<file path="src/rtl/gsfc_pkg.sv">
// Shared types and constants of the gimbal servo frame commander.
// Holds the register set, the frame job record and the fixed-point helpers.
// Has no dependencies; every other file imports it.
package gsfc_pkg;

  // Register indexes on the configuration port
  typedef enum logic [2:0] {
    REG_SERVO_IDS    = 3'd0,
    REG_ONLINE_MASK  = 3'd1,
    REG_IDLE_STOP    = 3'd2,
    REG_ANGLE_EPS    = 3'd3,
    REG_UPDATE_PER   = 3'd4,
    REG_MOVE_TIME    = 3'd5,
    REG_YAW_LIMITS   = 3'd6,
    REG_PITCH_LIMITS = 3'd7
  } reg_idx_t;

  typedef struct packed {
    logic [15:0] servo_ids;
    logic [1:0]  online_mask;
    logic [15:0] idle_stop_ticks;
    logic [14:0] angle_epsilon;
    logic [15:0] update_period_ms;
    logic [15:0] move_time_ms;
    logic [31:0] yaw_limits;
    logic [31:0] pitch_limits;
  } cfg_t;

  localparam int RAW_W = 10;

  // One queued tick: which frames to send and the encoded positions
  typedef struct packed {
    logic             yaw_act;
    logic             pitch_act;
    logic             is_stop;
    logic [RAW_W-1:0] yaw_raw;
    logic [RAW_W-1:0] pitch_raw;
  } job_t;

  localparam int QUEUE_DEPTH = 4;
  localparam int QCNT_W      = $clog2(QUEUE_DEPTH + 1);

  // Frame bytes
  localparam logic [7:0] FRAME_HEAD = 8'h55;
  localparam logic [7:0] CMD_STOP   = 8'd12;
  localparam logic [7:0] CMD_MOVE   = 8'd1;
  localparam logic [7:0] LEN_STOP   = 8'd3;
  localparam logic [7:0] LEN_MOVE   = 8'd7;

  // Byte positions within a frame
  localparam logic [3:0] POS_HEAD0    = 4'd0;
  localparam logic [3:0] POS_HEAD1    = 4'd1;
  localparam logic [3:0] POS_ID       = 4'd2;
  localparam logic [3:0] POS_LEN      = 4'd3;
  localparam logic [3:0] POS_CMD      = 4'd4;
  localparam logic [3:0] POS_P0       = 4'd5;
  localparam logic [3:0] POS_P1       = 4'd6;
  localparam logic [3:0] POS_P2       = 4'd7;
  localparam logic [3:0] POS_P3       = 4'd8;
  localparam logic [3:0] POS_MOVE_CHK = 4'd9;
  localparam logic [3:0] POS_STOP_CHK = 4'd5;

  // Servo angle mapping, in 1/64 degree
  localparam int YAW_OFFSET   = 7680;
  localparam int PITCH_OFFSET = 5760;
  localparam int SERVO_MAX    = 15360;

  // Step scaling: delta * 6/5 (yaw) or 4/5 (pitch), ties away from zero
  localparam logic [2:0] YAW_MUL   = 3'd6;
  localparam logic [2:0] PITCH_MUL = 3'd4;
  localparam int STEP_W      = 19;
  localparam int DIV5_SHIFT  = 20;
  localparam logic [19:0] DIV5_MAGIC = 20'd209716;  // ceil(2^20 / 5)
  localparam int DIV5_PROD_W = STEP_W + DIV5_SHIFT + 1;

  // Divide by five through a reciprocal multiply (exact below 2^18)
  function automatic logic signed [STEP_W-1:0] scale_round(
      input logic signed [15:0] d, input logic [2:0] mul);
    logic signed [16:0]     dx;
    logic [16:0]            dmag;
    logic [STEP_W-1:0]      x;
    logic [DIV5_PROD_W-1:0] prod;
    logic [STEP_W-1:0]      q;
    dx   = 17'(d);
    dmag = dx[16] ? 17'(-dx) : 17'(dx);
    x    = STEP_W'(dmag) * STEP_W'(mul) + STEP_W'(2);
    prod = DIV5_PROD_W'(x) * DIV5_PROD_W'(DIV5_MAGIC);
    q    = STEP_W'(prod >> DIV5_SHIFT);
    return dx[16] ? $signed(-q) : $signed(q);
  endfunction

endpackage

</file>
<file path="src/rtl/gimbal_servo_frame_commander.sv">
// Gimbal servo frame commander: ticks in, servo bus frame bytes out.
// A tick passes the stage 1, stage 2, queue and output registers to its first byte.
// Throughput: one tick per cycle while the 4-entry job queue has room; the output
// sends one byte per cycle while out_tready is high, 6 to 20 bytes per sent tick.
// Reset (rst_n low, synchronous): control state cleared, registers to defaults.
module gimbal_servo_frame_commander #(
  parameter int ANGLE_WIDTH      = 16,
  parameter int IDLE_COUNT_WIDTH = 16
) (
  input  logic        clk,
  input  logic        rst_n,
  input  logic        in_tvalid,
  output logic        in_tready,
  // [31:0] remote_sequence, [47:32] yaw_delta, [63:48] pitch_delta,
  // [95:64] now_ms
  input  logic [95:0] in_tdata,
  // [0] source_known
  input  logic        in_tuser,
  output logic        out_tvalid,
  input  logic        out_tready,
  // [7:0] frame_byte
  output logic [7:0]  out_tdata,
  // [0] servo_select, [1] frame_end
  output logic [1:0]  out_tuser,
  output logic        out_tlast,
  input  logic        cfg_valid,
  output logic        cfg_ready,
  input  logic [2:0]  cfg_index,
  input  logic [31:0] cfg_data
);
  import gsfc_pkg::*;

  cfg_t  cfg_r;
  job_t  push_job, head_job;
  logic  push, pop, q_empty;
  logic [QCNT_W-1:0] q_count;

  // Register file
  assign cfg_ready = 1'b1;

  always_ff @(posedge clk) begin
    if (!rst_n) begin
      cfg_r.servo_ids        <= 16'd513;
      cfg_r.online_mask      <= 2'd0;
      cfg_r.idle_stop_ticks  <= 16'd250;
      cfg_r.angle_epsilon    <= 15'd32;
      cfg_r.update_period_ms <= 16'd20;
      cfg_r.move_time_ms     <= 16'd20;
      cfg_r.yaw_limits       <= 32'd503374336;
      cfg_r.pitch_limits     <= 32'd377547136;
    end else if (cfg_valid) begin
      unique case (reg_idx_t'(cfg_index))
        REG_SERVO_IDS:    cfg_r.servo_ids        <= cfg_data[15:0];
        REG_ONLINE_MASK:  cfg_r.online_mask      <= cfg_data[1:0];
        REG_IDLE_STOP:    cfg_r.idle_stop_ticks  <= cfg_data[15:0];
        REG_ANGLE_EPS:    cfg_r.angle_epsilon    <= cfg_data[14:0];
        REG_UPDATE_PER:   cfg_r.update_period_ms <= cfg_data[15:0];
        REG_MOVE_TIME:    cfg_r.move_time_ms     <= cfg_data[15:0];
        REG_YAW_LIMITS:   cfg_r.yaw_limits       <= cfg_data;
        REG_PITCH_LIMITS: cfg_r.pitch_limits     <= cfg_data;
        default: ;
      endcase
    end
  end

  gsfc_front #(
    .ANGLE_WIDTH      (ANGLE_WIDTH),
    .IDLE_COUNT_WIDTH (IDLE_COUNT_WIDTH)
  ) u_front (
    .clk      (clk),
    .rst_n    (rst_n),
    .cfg      (cfg_r),
    .in_valid (in_tvalid),
    .in_ready (in_tready),
    .in_seq   (in_tdata[31:0]),
    .in_known (in_tuser),
    .in_yaw   ($signed(in_tdata[47:32])),
    .in_pitch ($signed(in_tdata[63:48])),
    .in_now   (in_tdata[95:64]),
    .q_count  (q_count),
    .push     (push),
    .push_job (push_job)
  );

  gsfc_queue u_queue (
    .clk      (clk),
    .rst_n    (rst_n),
    .push     (push),
    .push_job (push_job),
    .pop      (pop),
    .head     (head_job),
    .empty    (q_empty),
    .count    (q_count)
  );

  gsfc_back u_back (
    .clk           (clk),
    .rst_n         (rst_n),
    .cfg           (cfg_r),
    .job           (head_job),
    .job_empty     (q_empty),
    .job_pop       (pop),
    .out_valid     (out_tvalid),
    .out_ready     (out_tready),
    .out_sel       (out_tuser[0]),
    .out_byte      (out_tdata),
    .out_frame_end (out_tuser[1]),
    .out_last      (out_tlast)
  );

endmodule

</file>
<file path="src/rtl/gsfc_front.sv">
// Front end of the gimbal servo frame commander: takes ticks, updates the
// control state and queues one frame job per tick that sends anything.
// Depends on gsfc_pkg.
module gsfc_front #(
  parameter int ANGLE_WIDTH      = 16,
  parameter int IDLE_COUNT_WIDTH = 16
) (
  input  logic                         clk,
  input  logic                         rst_n,
  input  gsfc_pkg::cfg_t               cfg,
  input  logic                         in_valid,
  output logic                         in_ready,
  input  logic [31:0]                  in_seq,
  input  logic                         in_known,
  input  logic signed [15:0]           in_yaw,
  input  logic signed [15:0]           in_pitch,
  input  logic [31:0]                  in_now,
  input  logic [gsfc_pkg::QCNT_W-1:0]  q_count,
  output logic                         push,
  output gsfc_pkg::job_t               push_job
);
  import gsfc_pkg::*;

  localparam int AW  = ANGLE_WIDTH;
  localparam int IW  = IDLE_COUNT_WIDTH;
  localparam int VW  = ((AW > STEP_W) ? AW : STEP_W) + 2;
  localparam int DW  = ((AW + 2) > 16) ? (AW + 2) : 16;
  localparam int CW  = (IW > 16) ? IW : 16;
  localparam int AX  = ((AW > 15) ? AW : 15) + 1;
  localparam int CNT_SUM_W = QCNT_W + 1;

  // Add a step, clamp to the limits, then to the signed angle range
  function automatic logic signed [AW-1:0] next_tgt(
      input logic signed [AW-1:0] cur, input logic signed [STEP_W-1:0] step,
      input logic [31:0] lim);
    logic signed [VW-1:0] v;
    logic signed [VW-1:0] lo;
    logic signed [VW-1:0] hi;
    logic signed [VW-1:0] amax;
    logic signed [VW-1:0] amin;
    v    = VW'(cur) + VW'(step);
    lo   = VW'($signed(lim[15:0]));
    hi   = VW'($signed(lim[31:16]));
    amax = VW'({1'b0, {(AW-1){1'b1}}});
    amin = -amax - VW'(1);
    if (v < lo) v = lo;
    if (v > hi) v = hi;
    if (v > amax) v = amax;
    if (v < amin) v = amin;
    return AW'(v);
  endfunction

  // Map a target to servo units: round(angle * 1000 / 240 deg)
  function automatic logic [RAW_W-1:0] raw_of(
      input logic signed [AW-1:0] t, input logic signed [AX-1:0] off);
    logic signed [AX-1:0] a;
    logic [13:0]          c;
    logic [19:0]          y;
    logic [11:0]          z;
    logic [23:0]          p;
    a = AX'(t) + off;
    if (a < 0) c = '0;
    else if (a > AX'(SERVO_MAX)) c = 14'(SERVO_MAX);
    else c = a[13:0];
    y = 20'(c) * 20'd50 + 20'd384;
    z = y[19:8];
    // divide by three with a reciprocal, exact below 2^13
    p = 24'(z) * 24'd2731;
    return p[13 +: RAW_W];
  endfunction

  localparam logic signed [AX-1:0] YAW_OFF   = AX'(YAW_OFFSET);
  localparam logic signed [AX-1:0] PITCH_OFF = AX'(PITCH_OFFSET);

  // Stage 1 registers: tick with scaled steps
  logic                     s1_v_r;
  logic [31:0]              s1_seq_r;
  logic                     s1_known_r;
  logic signed [STEP_W-1:0] s1_ystep_r;
  logic signed [STEP_W-1:0] s1_pstep_r;
  logic [31:0]              s1_now_r;

  // Stage 2 registers: decided frames for the tick
  logic                 s2_v_r;
  logic                 s2_ya_r;
  logic                 s2_pa_r;
  logic                 s2_stop_r;
  logic signed [AW-1:0] s2_yt_r;
  logic signed [AW-1:0] s2_pt_r;

  // Control state
  logic signed [AW-1:0] yaw_tgt_r, yaw_tgt_nxt;
  logic signed [AW-1:0] pitch_tgt_r, pitch_tgt_nxt;
  logic signed [AW-1:0] yaw_last_r, yaw_last_nxt;
  logic signed [AW-1:0] pitch_last_r, pitch_last_nxt;
  logic                 ysent_r, ysent_nxt;
  logic                 psent_r, psent_nxt;
  logic                 stopped_r, stopped_nxt;
  logic                 en_r, en_nxt;
  logic [IW-1:0]        idle_r, idle_nxt;
  logic [31:0]          nst_r, nst_nxt;
  logic [31:0]          lastseq_r, lastseq_nxt;

  logic                 ya_nxt, pa_nxt, stop_nxt;
  logic                 new_cmd, due, ymoved, pmoved;
  logic [IW-1:0]        idle_inc;
  logic [31:0]          since;
  logic signed [DW-1:0] ydiff, pdiff, ymag, pmag;
  logic [CNT_SUM_W-1:0] inflight;
  logic                 acc;

  // Reserve a queue slot for every tick in flight
  assign inflight = CNT_SUM_W'(q_count) + CNT_SUM_W'(s1_v_r) + CNT_SUM_W'(s2_v_r);
  assign in_ready = inflight < CNT_SUM_W'(QUEUE_DEPTH);
  assign acc      = in_valid && in_ready;

  // Stage 1: scale the deltas
  always_ff @(posedge clk) begin
    if (!rst_n) begin
      s1_v_r <= 1'b0;
    end else begin
      s1_v_r <= acc;
    end
    if (acc) begin
      s1_seq_r   <= in_seq;
      s1_known_r <= in_known;
      s1_ystep_r <= scale_round(in_yaw, YAW_MUL);
      s1_pstep_r <= scale_round(in_pitch, PITCH_MUL);
      s1_now_r   <= in_now;
    end
  end

  // Stage 2: advance the control state
  always_comb begin
    yaw_tgt_nxt    = yaw_tgt_r;
    pitch_tgt_nxt  = pitch_tgt_r;
    yaw_last_nxt   = yaw_last_r;
    pitch_last_nxt = pitch_last_r;
    ysent_nxt      = ysent_r;
    psent_nxt      = psent_r;
    stopped_nxt    = stopped_r;
    en_nxt         = en_r;
    idle_nxt       = idle_r;
    nst_nxt        = nst_r;
    lastseq_nxt    = lastseq_r;
    ya_nxt         = 1'b0;
    pa_nxt         = 1'b0;
    stop_nxt       = 1'b0;

    new_cmd  = (s1_seq_r != '0) && (s1_seq_r != lastseq_r);
    idle_inc = (&idle_r) ? idle_r : idle_r + IW'(1);
    since    = s1_now_r - nst_r;
    due      = !since[31];

    // new command or idle tick
    if (new_cmd) begin
      lastseq_nxt = s1_seq_r;
      idle_nxt    = '0;
      if (!s1_known_r) begin
        en_nxt = 1'b0;
      end else begin
        en_nxt        = 1'b1;
        yaw_tgt_nxt   = next_tgt(yaw_tgt_r, s1_ystep_r, cfg.yaw_limits);
        pitch_tgt_nxt = next_tgt(pitch_tgt_r, s1_pstep_r, cfg.pitch_limits);
      end
    end else begin
      idle_nxt = idle_inc;
      if (CW'(idle_inc) > CW'(cfg.idle_stop_ticks)) en_nxt = 1'b0;
    end

    ydiff  = DW'(yaw_tgt_nxt) - DW'(yaw_last_r);
    pdiff  = DW'(pitch_tgt_nxt) - DW'(pitch_last_r);
    ymag   = ydiff[DW-1] ? -ydiff : ydiff;
    pmag   = pdiff[DW-1] ? -pdiff : pdiff;
    ymoved = $unsigned(ymag) >= DW'(cfg.angle_epsilon);
    pmoved = $unsigned(pmag) >= DW'(cfg.angle_epsilon);

    // stop once when disabled, move rounds when enabled and due
    if (!en_nxt) begin
      if (!stopped_r) begin
        ya_nxt      = cfg.online_mask[0];
        pa_nxt      = cfg.online_mask[1];
        stop_nxt    = 1'b1;
        stopped_nxt = 1'b1;
        ysent_nxt   = 1'b0;
        psent_nxt   = 1'b0;
      end
    end else begin
      if (due) begin
        if (cfg.online_mask[0] && (!ysent_r || ymoved)) begin
          ya_nxt       = 1'b1;
          yaw_last_nxt = yaw_tgt_nxt;
          ysent_nxt    = 1'b1;
        end
        if (cfg.online_mask[1] && (!psent_r || pmoved)) begin
          pa_nxt         = 1'b1;
          pitch_last_nxt = pitch_tgt_nxt;
          psent_nxt      = 1'b1;
        end
        nst_nxt = s1_now_r + 32'(cfg.update_period_ms);
      end
      stopped_nxt = 1'b0;
    end
  end

  always_ff @(posedge clk) begin
    if (!rst_n) begin
      yaw_tgt_r    <= '0;
      pitch_tgt_r  <= '0;
      yaw_last_r   <= '0;
      pitch_last_r <= '0;
      ysent_r      <= 1'b0;
      psent_r      <= 1'b0;
      stopped_r    <= 1'b0;
      en_r         <= 1'b0;
      idle_r       <= '0;
      nst_r        <= '0;
      lastseq_r    <= '0;
      s2_v_r       <= 1'b0;
    end else begin
      s2_v_r <= s1_v_r;
      if (s1_v_r) begin
        yaw_tgt_r    <= yaw_tgt_nxt;
        pitch_tgt_r  <= pitch_tgt_nxt;
        yaw_last_r   <= yaw_last_nxt;
        pitch_last_r <= pitch_last_nxt;
        ysent_r      <= ysent_nxt;
        psent_r      <= psent_nxt;
        stopped_r    <= stopped_nxt;
        en_r         <= en_nxt;
        idle_r       <= idle_nxt;
        nst_r        <= nst_nxt;
        lastseq_r    <= lastseq_nxt;
      end
    end
    if (s1_v_r) begin
      s2_ya_r   <= ya_nxt;
      s2_pa_r   <= pa_nxt;
      s2_stop_r <= stop_nxt;
      s2_yt_r   <= yaw_tgt_nxt;
      s2_pt_r   <= pitch_tgt_nxt;
    end
  end

  // Stage 3: encode positions and queue the job
  assign push               = s2_v_r && (s2_ya_r || s2_pa_r);
  assign push_job.yaw_act   = s2_ya_r;
  assign push_job.pitch_act = s2_pa_r;
  assign push_job.is_stop   = s2_stop_r;
  assign push_job.yaw_raw   = raw_of(s2_yt_r, YAW_OFF);
  assign push_job.pitch_raw = raw_of(s2_pt_r, PITCH_OFF);

endmodule

</file>
<file path="src/rtl/gsfc_queue.sv">
// Job queue between the front and back ends of the frame commander.
// Small register FIFO with a fill count; depends on gsfc_pkg.
module gsfc_queue (
  input  logic                        clk,
  input  logic                        rst_n,
  input  logic                        push,
  input  gsfc_pkg::job_t              push_job,
  input  logic                        pop,
  output gsfc_pkg::job_t              head,
  output logic                        empty,
  output logic [gsfc_pkg::QCNT_W-1:0] count
);
  import gsfc_pkg::*;

  localparam int PTR_W = $clog2(QUEUE_DEPTH);

  job_t              slot_r [QUEUE_DEPTH];
  logic [PTR_W-1:0]  wr_r, rd_r;
  logic [QCNT_W-1:0] cnt_r;

  assign head  = slot_r[rd_r];
  assign empty = (cnt_r == '0);
  assign count = cnt_r;

  // Write at the tail, release at the head
  always_ff @(posedge clk) begin
    if (!rst_n) begin
      wr_r  <= '0;
      rd_r  <= '0;
      cnt_r <= '0;
    end else begin
      if (push) wr_r <= wr_r + PTR_W'(1);
      if (pop) rd_r <= rd_r + PTR_W'(1);
      cnt_r <= cnt_r + QCNT_W'(push) - QCNT_W'(pop);
    end
    if (push) slot_r[wr_r] <= push_job;
  end

endmodule

</file>
<file path="src/rtl/gsfc_back.sv">
// Back end of the frame commander: serializes queued jobs into frame
// bytes behind an output register. Depends on gsfc_pkg.
module gsfc_back (
  input  logic           clk,
  input  logic           rst_n,
  input  gsfc_pkg::cfg_t cfg,
  input  gsfc_pkg::job_t job,
  input  logic           job_empty,
  output logic           job_pop,
  output logic           out_valid,
  input  logic           out_ready,
  output logic           out_sel,
  output logic [7:0]     out_byte,
  output logic           out_frame_end,
  output logic           out_last
);
  import gsfc_pkg::*;

  logic [3:0] pos_r;
  logic       on_pitch_r;
  logic       out_v_r;
  logic       sel_r;
  logic [7:0] byte_r;
  logic       fend_r;
  logic       last_r;

  logic             cur_pitch, load, frame_end, tick_last;
  logic [7:0]       id, len, cmd, p0, p1, p2, p3, sum, chk, bval;
  logic [RAW_W-1:0] raw;
  logic [3:0]       end_pos;

  // Build the byte at the current frame position
  always_comb begin
    cur_pitch = on_pitch_r || !job.yaw_act;
    id        = cur_pitch ? cfg.servo_ids[15:8] : cfg.servo_ids[7:0];
    len       = job.is_stop ? LEN_STOP : LEN_MOVE;
    cmd       = job.is_stop ? CMD_STOP : CMD_MOVE;
    raw       = cur_pitch ? job.pitch_raw : job.yaw_raw;
    p0        = raw[7:0];
    p1        = 8'(raw[RAW_W-1:8]);
    p2        = cfg.move_time_ms[7:0];
    p3        = cfg.move_time_ms[15:8];
    sum       = id + len + cmd;
    if (!job.is_stop) sum = sum + p0 + p1 + p2 + p3;
    chk       = ~sum;
    end_pos   = job.is_stop ? POS_STOP_CHK : POS_MOVE_CHK;
    frame_end = (pos_r == end_pos);
    tick_last = frame_end && (cur_pitch || !job.pitch_act);
    case (pos_r)
      POS_HEAD0, POS_HEAD1: bval = FRAME_HEAD;
      POS_ID:               bval = id;
      POS_LEN:              bval = len;
      POS_CMD:              bval = cmd;
      POS_P0:               bval = job.is_stop ? chk : p0;
      POS_P1:               bval = p1;
      POS_P2:               bval = p2;
      POS_P3:               bval = p3;
      default:              bval = chk;
    endcase
  end

  assign load    = !job_empty && (!out_v_r || out_ready);
  assign job_pop = load && tick_last;

  // Advance through the frames of the head job
  always_ff @(posedge clk) begin
    if (!rst_n) begin
      pos_r      <= POS_HEAD0;
      on_pitch_r <= 1'b0;
      out_v_r    <= 1'b0;
    end else begin
      if (load) begin
        out_v_r <= 1'b1;
        if (frame_end) begin
          pos_r      <= POS_HEAD0;
          on_pitch_r <= !tick_last;
        end else begin
          pos_r <= pos_r + 4'd1;
        end
      end else if (out_ready) begin
        out_v_r <= 1'b0;
      end
    end
    if (load) begin
      sel_r  <= cur_pitch;
      byte_r <= bval;
      fend_r <= frame_end;
      last_r <= tick_last;
    end
  end

  assign out_valid     = out_v_r;
  assign out_sel       = sel_r;
  assign out_byte      = byte_r;
  assign out_frame_end = fend_r;
  assign out_last      = last_r;

endmodule

</file>
<file path="config.mk">
export PLATFORM = sky130hd
export DESIGN_NAME = gimbal_servo_frame_commander
export DESIGN_NICKNAME = d
export VERILOG_FILES = /design/src/rtl/gsfc_pkg.sv /design/src/rtl/gimbal_servo_frame_commander.sv /design/src/rtl/gsfc_front.sv /design/src/rtl/gsfc_queue.sv /design/src/rtl/gsfc_back.sv
export SDC_FILE = /design/constraint.sdc
export NUM_CORES = 2
export LEC_CHECK = 0
export BUFFER_PORTS_ARGS = -buffer_cell sky130_fd_sc_hd__buf_2
export CAP_MARGIN = 20
export CORE_ASPECT_RATIO = 1.25
export CORE_MARGIN = 3
export CORE_UTILIZATION = 60
export CTS_BUF_LIST = sky130_fd_sc_hd__clkbuf_4 sky130_fd_sc_hd__clkbuf_8
export CTS_CLUSTER_SIZE = 12
export DETAILED_ROUTE_END_ITERATION = 8
export HOLD_SLACK_MARGIN = 0.1
export PLACE_DENSITY = 0.78
export SYNTH_ARGS = -nofsm -noshare
export SYNTH_HDL_FRONTEND = slang
export SYNTH_SLANG_ARGS = --single-unit
</file>
<file path="constraint.sdc">
create_clock -name clk -period 17.5 [get_ports clk]
set_input_delay 0.875 -clock clk [delete_from_list [all_inputs] [get_ports clk]]
set_output_delay 0.875 -clock clk [all_outputs]
set_load 0.01 [all_outputs]
</file>
# [Yosys cells after proc, flatten, opt, wreduce, memory -nomap -nowiden]
# Memory sizes are Yosys's and may differ from the RTL's. A register that Yosys moved wholly into a read port is not among the register bits.
# Cells that the tools add are included.
[totals] mem_bits_rw=92 in_bits=137 memories=1 word_cells=236 reg_bits=457
[mem_list] name="u_queue.slot_r" words=4 width=23 rd=1 rd_clocked_by_memory_dff=1 write_ports=1 line_no="gsfc_queue.sv:17" text="job_t slot_r [QUEUE_DEPTH];"
[op_classes] n_mux=71 reduce_logical=43 order_cmp=16 add_sub_neg=32 bitwise_logic=2 mul=7 eq_ne=21
[op_table] operator="$mux 21" n=18
[op_table] operator="$mux 16" n=8
[op_table] operator="$mul 19x16->35 const B" n=2
[op_table] operator="$mux 17" n=4
[op_table] operator="$pmux 8 s8" n=1
[op_table] operator="$mux 14" n=4
[op_table] operator="$mul 12x12->23 const B" n=2
[op_table] operator="$gt 21x16->1" n=2
[op_table] operator="$gt 21x16->1 const B" n=2
[op_table] operator="$lt 21x16->1 const B" n=2
[op_table] operator="$add 16x19->20" n=2
[op_table] operator="$add 20x9->20 const B" n=2
[op_table] operator="$add 8x8->8" n=5
[op_table] operator="$lt 20x16->1" n=2
[op_table] operator="$add 19x2->19 const B" n=2
[op_table] operator="$mul 14x5->19 const B" n=2
[op_table] operator="$neg 17->19" n=2
[op_table] operator="$ge 18x15->1" n=2
[op_table] operator="$mux 18" n=2
[op_table] operator="$neg 18->18" n=2
[op_table] operator="$add 16x14->17 const B" n=2
[op_table] operator="$gt 17x15->1 const B" n=2
[op_table] operator="$lt 17x1->1 const B" n=2
[op_table] operator="$neg 16->17" n=2
[op_table] operator="44 further kinds" n=116

# [Logic depth before layout (Yosys ltp)]
[logic_depth] ltp_word=26 ltp_mapped=67

# [Cells and area by module]
# A second synthesis with hierarchy kept.
[unflattened] cells_unflattened=5578 hier_area_um2=53209.8
[modules_own_cells] mod="gsfc_front" area_per_inst_um2=41449.8 n_inst=1 seq_area_each_um2=7146.9 cells_per_inst=4582
[modules_own_cells] mod="gimbal_servo_frame_commander" area_per_inst_um2=5519.0 n_inst=1 seq_area_each_um2=2902.8 cells_per_inst=537
[modules_own_cells] mod="gsfc_queue" area_per_inst_um2=3782.4 n_inst=1 seq_area_each_um2=2942.8 cells_per_inst=161
[modules_own_cells] mod="gsfc_back" area_per_inst_um2=2458.6 n_inst=1 seq_area_each_um2=450.4 cells_per_inst=298

# [Least setup slack after synthesis]
# OpenSTA, ideal clock, no wires.
[synth_timing] kind="reg-to-reg" from="register u_front.s1_pstep_r[0]" to="register u_front.pitch_last_r[10]" stages_incl_launch_ff=61 arrival_ns=12.452 setup_slack_ns=4.976 setup_ns=0.072 path_cell_list="edfxtp_1 ha_1 fa_1 a21o_1 a21oi_1 o21bai_1 a21oi_1 o21bai_1 a221oi_1 nor3_1 or3_1 ha_1 a21o_1 a2111oi_0 a21oi_1 o21bai_1 a31oi_1 clkbuf_1 [... 25 more ...] clkbuf_1 nand2_1 o21ai_0 ha_1 a21o_1 a21o_1 a21o_1 a21o_1 a21o_1 a21o_1 a21oi_1 o21ai_0 o211ai_1 o2bb2ai_1 o221ai_2 nand2_1 buf_2 mux2i_1"
[synth_via] elab_chain_cells=24
[synth_rtl] item="start: declaration" line_no="gsfc_front.sv:80" text="logic signed [STEP_W-1:0] s1_pstep_r;"
[synth_rtl] item="start signal: assignment" line_no="gsfc_front.sv:128" text="s1_pstep_r <= scale_round(in_pitch, PITCH_MUL);"
[synth_rtl] item="$add 16x19->20 *" line_no="gsfc_front.sv:41" text="v = VW'(cur) + VW'(step);"
[synth_rtl] item="$lt 20x16->1" line_no="gsfc_front.sv:46" text="if (v < lo) v = lo;"
[synth_rtl] item="$mux 21 *" line_no="gsfc_front.sv:46"
[synth_rtl] item="$mux 21 *" line_no="gsfc_front.sv:159" text="if (!s1_known_r) begin"
[synth_rtl] item="$mux 21 *" line_no="gsfc_front.sv:156" text="if (new_cmd) begin"
[synth_rtl] item="$gt 21x16->1" line_no="gsfc_front.sv:47" text="if (v > hi) v = hi;"
[synth_rtl] item="$mux 21 *" line_no="gsfc_front.sv:47"
[synth_rtl] item="$mux 21 *" line_no="gsfc_front.sv:159"
[synth_rtl] item="[... 9 more ...]"
[synth_rtl] item="net u_front.pitch_tgt_nxt[2]" line_no="gsfc_front.sv:93" text="logic signed [AW-1:0] pitch_tgt_r, pitch_tgt_nxt;"
[synth_rtl] item="$sub 16x16->17 *" line_no="gsfc_front.sv:172" text="pdiff = DW'(pitch_tgt_nxt) - DW'(pitch_last_r);"
[synth_rtl] item="$neg 18->18" line_no="gsfc_front.sv:174" text="pmag = pdiff[DW-1] ? -pdiff : pdiff;"
[synth_rtl] item="$mux 18 *" line_no="gsfc_front.sv:174"
[synth_rtl] item="$ge 18x15->1 *" line_no="gsfc_front.sv:176" text="pmoved = $unsigned(pmag) >= DW'(cfg.angle_epsilon);"
[synth_rtl] item="$logic_or 1x1->1 *" line_no="gsfc_front.sv:195" text="if (cfg.online_mask[1] && (!psent_r || pmoved)) begin"
[synth_rtl] item="$logic_and 1x1->1 *" line_no="gsfc_front.sv:195"
[synth_rtl] item="$reduce_and 4->1 (no source line) *"
[synth_rtl] item="end signal: assignment" line_no="gsfc_front.sv:226" text="pitch_last_r <= pitch_last_nxt;"
[synth_rtl] item="end: declaration" line_no="gsfc_front.sv:95" text="logic signed [AW-1:0] pitch_last_r, pitch_last_nxt;"
# The timed path passes the listed nets; every way through them passes the cells marked *. The select of a mux whose other input is x is not followed.
# A chain may end at the register's enable or synchronous reset.

# [Final worst setup path]
[layout_timing] from="register u_front.s1_pstep_r[0]" to="register u_front.pitch_last_r[8]"
# The elaborated chain is that of the path after synthesis.

==> metrics.txt <==
status=finished clean; leading cell type in the layout, fill and taps excluded=ha_1; RSZ-0062 raised after global routing=false; routed len/inst=18.4 µm; initial antenna violation count=9; FFs w/ async S/R, synth=0; Post-Syn Instances=5,615; CP max-delay cell=a211oi_1; period utilization=0.815; Max clock buf depth=3; CP Data Required Time=18.15 ns; Worst Skew=0.0850 ns; crit path launch type=flip-flop; Iteration-0 DRC Markers=2,651; register area=0.0134 mm²; post-CTS sizing=0; Setup TNS=0 ns; Sink Count=551; Yosys reg bits=551; Die ar.=0.0897 mm²; Final ANT Viol Nets=0; nature of the critical path endpoint=flip-flop; total CTS buffers=89; Hold Buf Count CTS=0; Worst path max stage delay=0.72 ns; area of the multi-input gates=0.0349 mm²; setup bufs post-CTS=0; Core ar.=0.0849 mm²; DRC=0; GR Overflow Total=0; die width=268 µm; routability cong.=0.978; number of fill cells in the layout=6,878; CTS clk-pin slew, worst paths=0.07 ns; cell area after synthesis=0.0517 mm²; Final Hold Violating Endpoints=0; DRT Pass-1 Iters=6; CTS tree=built; Max Slew Vio Count=0; MaxCap Viol Count=0; syn_area_per_cell=9.20 µm²; crit path DAT=14.91 ns; final setup fails=0; clk root buf=clkbuf_8; vias=40,300; crit-path most repeated cell=a21o_1; worst hold path class=in2reg; vias in the first global route=40,400; layout cells sized above 1=0.0789; Via density=5.83; Layout Nets=6,981; largest net degree at the start of global routing=84; Initial Util=0.609; IO Count=151; most frequent cells in the layout=ha_1 (805), inv_1 (735), nand2_1 (561); IO Port Bufs=149; Final min period=14.26 ns; Yosys cell types=94; Max Freq=0.0701 GHz; Post-synth EDFFs=241; global-route usage over all layers=0.284; Worst-Margin Slew=1.14 ns; Die H=334 µm; maximum fanout along the worst path=23; synth warn=0; first-pass GRT wire length=203 mm; Clk Latency, worst-skew pair=0.75 ns; DP HPWL=101 mm; final WL=127 mm; # H-tree levels=3; critical path class=reg2reg; area delta synth->final=7.60%; predominant post-synthesis flop cell=dfxtp_1; Slew headroom=0.234; cell row count=119; sequential fraction of the synthesis area=0.260
==> per-stage QoR <==
| step | utilization | instances | setup WS (ns) | instance area (µm²) | hold WS, ns |
|---|---|---|---|---|---|
| detailed placement | 0.630 | 6727 | 3.61 | 53500 | 0.443 |
| CTS | 0.654 | 6892 | 3.43 | 55500 | 0.243 |
| floorplan | - | 5622 | 4.98 | 51700 | 0.431 |
| global route | 0.655 | 6896 | 2.23 | 55600 | 0.272 |
| global placement | 0.630 | 6726 | 3.87 | 53500 | 0.439 |
| finish | 0.655 | 6901 | 3.24 | 55600 | 0.304 |
==> layer usage <==
layer  GRT usage  up-vias  routed length (µm)  part of all wire
met5           0        -                  53           0.00042
met4       0.157        8                7550             0.059
met3      0.0333      356                5520             0.043
met2       0.507     1025               63600              0.50
met1       0.329    19300               50400              0.40
li1            -    19600                   -                 -
==> sequential cells by signal, indices dropped and copies added (netlist names), 2 cells and up, named ones only <==
signal / count
u_front.s1_pstep_r: 19
u_front.s1_now_r: 32
u_front.s2_pt_r: 16
u_back.out_byte: 8
u_queue.count: 3
u_front.idle_r: 16
u_front.yaw_tgt_r: 16
u_front.nst_r: 32
u_queue.rd_r: 2
u_queue.wr_r: 2
u_front.yaw_last_r: 16
u_front.s1_seq_r: 32
u_front.pitch_last_r: 16
u_back.pos_r: 4
u_front.lastseq_r: 32
u_front.s2_yt_r: 16
u_front.pitch_tgt_r: 16
u_front.s1_ystep_r: 19
u_queue.slot_r: 92
cfg_r: 145
==> cells by family after synthesis <==
logic type / Yosys count / synth area share
AOI/OAI and AO/OA: 1127 / 0.138
DFF: 551 / 0.260
muxes: 130 / 0.0312
other: 2 / 0.000145
buffers and inverters: 904 / 0.0660
xor gates and xnor gates: 375 / 0.0636
adders and majority gates: 1112 / 0.314
and+or+nand+nor: 1414 / 0.127
==> critical path, delay by kind of cell, from the launching register on <==
kind | cells | cell delay (ns)
AOI/OAI and AO/OA | 34 | 7.30
and+or+nand+nor | 11 | 2.96
adders and majority gates | 6 | 1.74
buffers and inverters | 3 | 0.93
muxes | 2 | 0.65
DFF | 1 | 0.40
xor gates and xnor gates | 1 | 0.14
==> synthesized netlist by cell type, types with 8 or more instances <==
| master | number | area (µm²) |
|---|---|---|
| o211ai_1 | 57 | 428 |
| mux4_2 | 22 | 495 |
| nand2_1 | 561 | 2110 |
| a211oi_1 | 24 | 180 |
| and4_1 | 8 | 70.1 |
| o21ai_0 | 203 | 1020 |
| fa_1 | 307 | 6150 |
| o22ai_1 | 14 | 87.6 |
| or3_1 | 35 | 219 |
| edfxtp_1 | 241 | 7240 |
| a31oi_1 | 26 | 163 |
| a21boi_0 | 17 | 128 |
| nor2b_1 | 66 | 413 |
| inv_1 | 735 | 2760 |
| a22oi_1 | 16 | 120 |
| nand2b_1 | 49 | 307 |
| o31a_1 | 11 | 96.3 |
| o21a_1 | 55 | 413 |
| o2111ai_1 | 9 | 78.8 |
| o31ai_1 | 25 | 188 |
| a31o_2 | 9 | 78.8 |
| o21bai_1 | 27 | 203 |
| nor3_1 | 65 | 325 |
| mux2_2 | 27 | 304 |
| nand3b_1 | 11 | 82.6 |
| ha_1 | 805 | 10100 |
| a21oi_1 | 399 | 2000 |
| dfxtp_1 | 310 | 6210 |
| nand3_1 | 76 | 380 |
| a211o_1 | 23 | 201 |
| o21ai_1 | 9 | 45.0 |
| xnor2_1 | 245 | 2150 |
| and2_1 | 35 | 219 |
| and3_1 | 34 | 213 |
| mux2i_1 | 81 | 811 |
| xor2_1 | 130 | 1140 |
| nor4_1 | 25 | 156 |
| a21o_1 | 109 | 818 |
| nand4_1 | 53 | 332 |
| a221oi_1 | 10 | 87.6 |
| clkbuf_1 | 150 | 563 |
| nor2_1 | 337 | 1260 |
| or2_2 | 23 | 144 |
==> final timing paths <==
check	cells after the start	to	slack, ns	start
min	1	u_front.s1_known_r$_DFFE_PP_	0.30	in_tuser
max	57	u_front.pitch_last_r[8]$_SDFFE_PN0P_	3.24	u_front.s1_pstep_r[0]$_DFFE_PP_
min reg2reg	2	cfg_r[122]$_SDFFE_PN0P_	0.45	cfg_r[122]$_SDFFE_PN0P_
max reg2reg	57	u_front.pitch_last_r[8]$_SDFFE_PN0P_	3.24	u_front.s1_pstep_r[0]$_DFFE_PP_
==> cell type report <==
class                      instances  share of cell area
multi-input combinational       4167               0.628
sequential                       551               0.242
inverter                         738              0.0499
clock buffer                     132              0.0298
tap                             1089              0.0245
timing repair buffer             185              0.0189
clock inverter                    33             0.00727
antenna                            6            0.000270
Power is not shown: default switching activity piles up to over one toggle a cycle in this logic, so the estimate is an artifact.
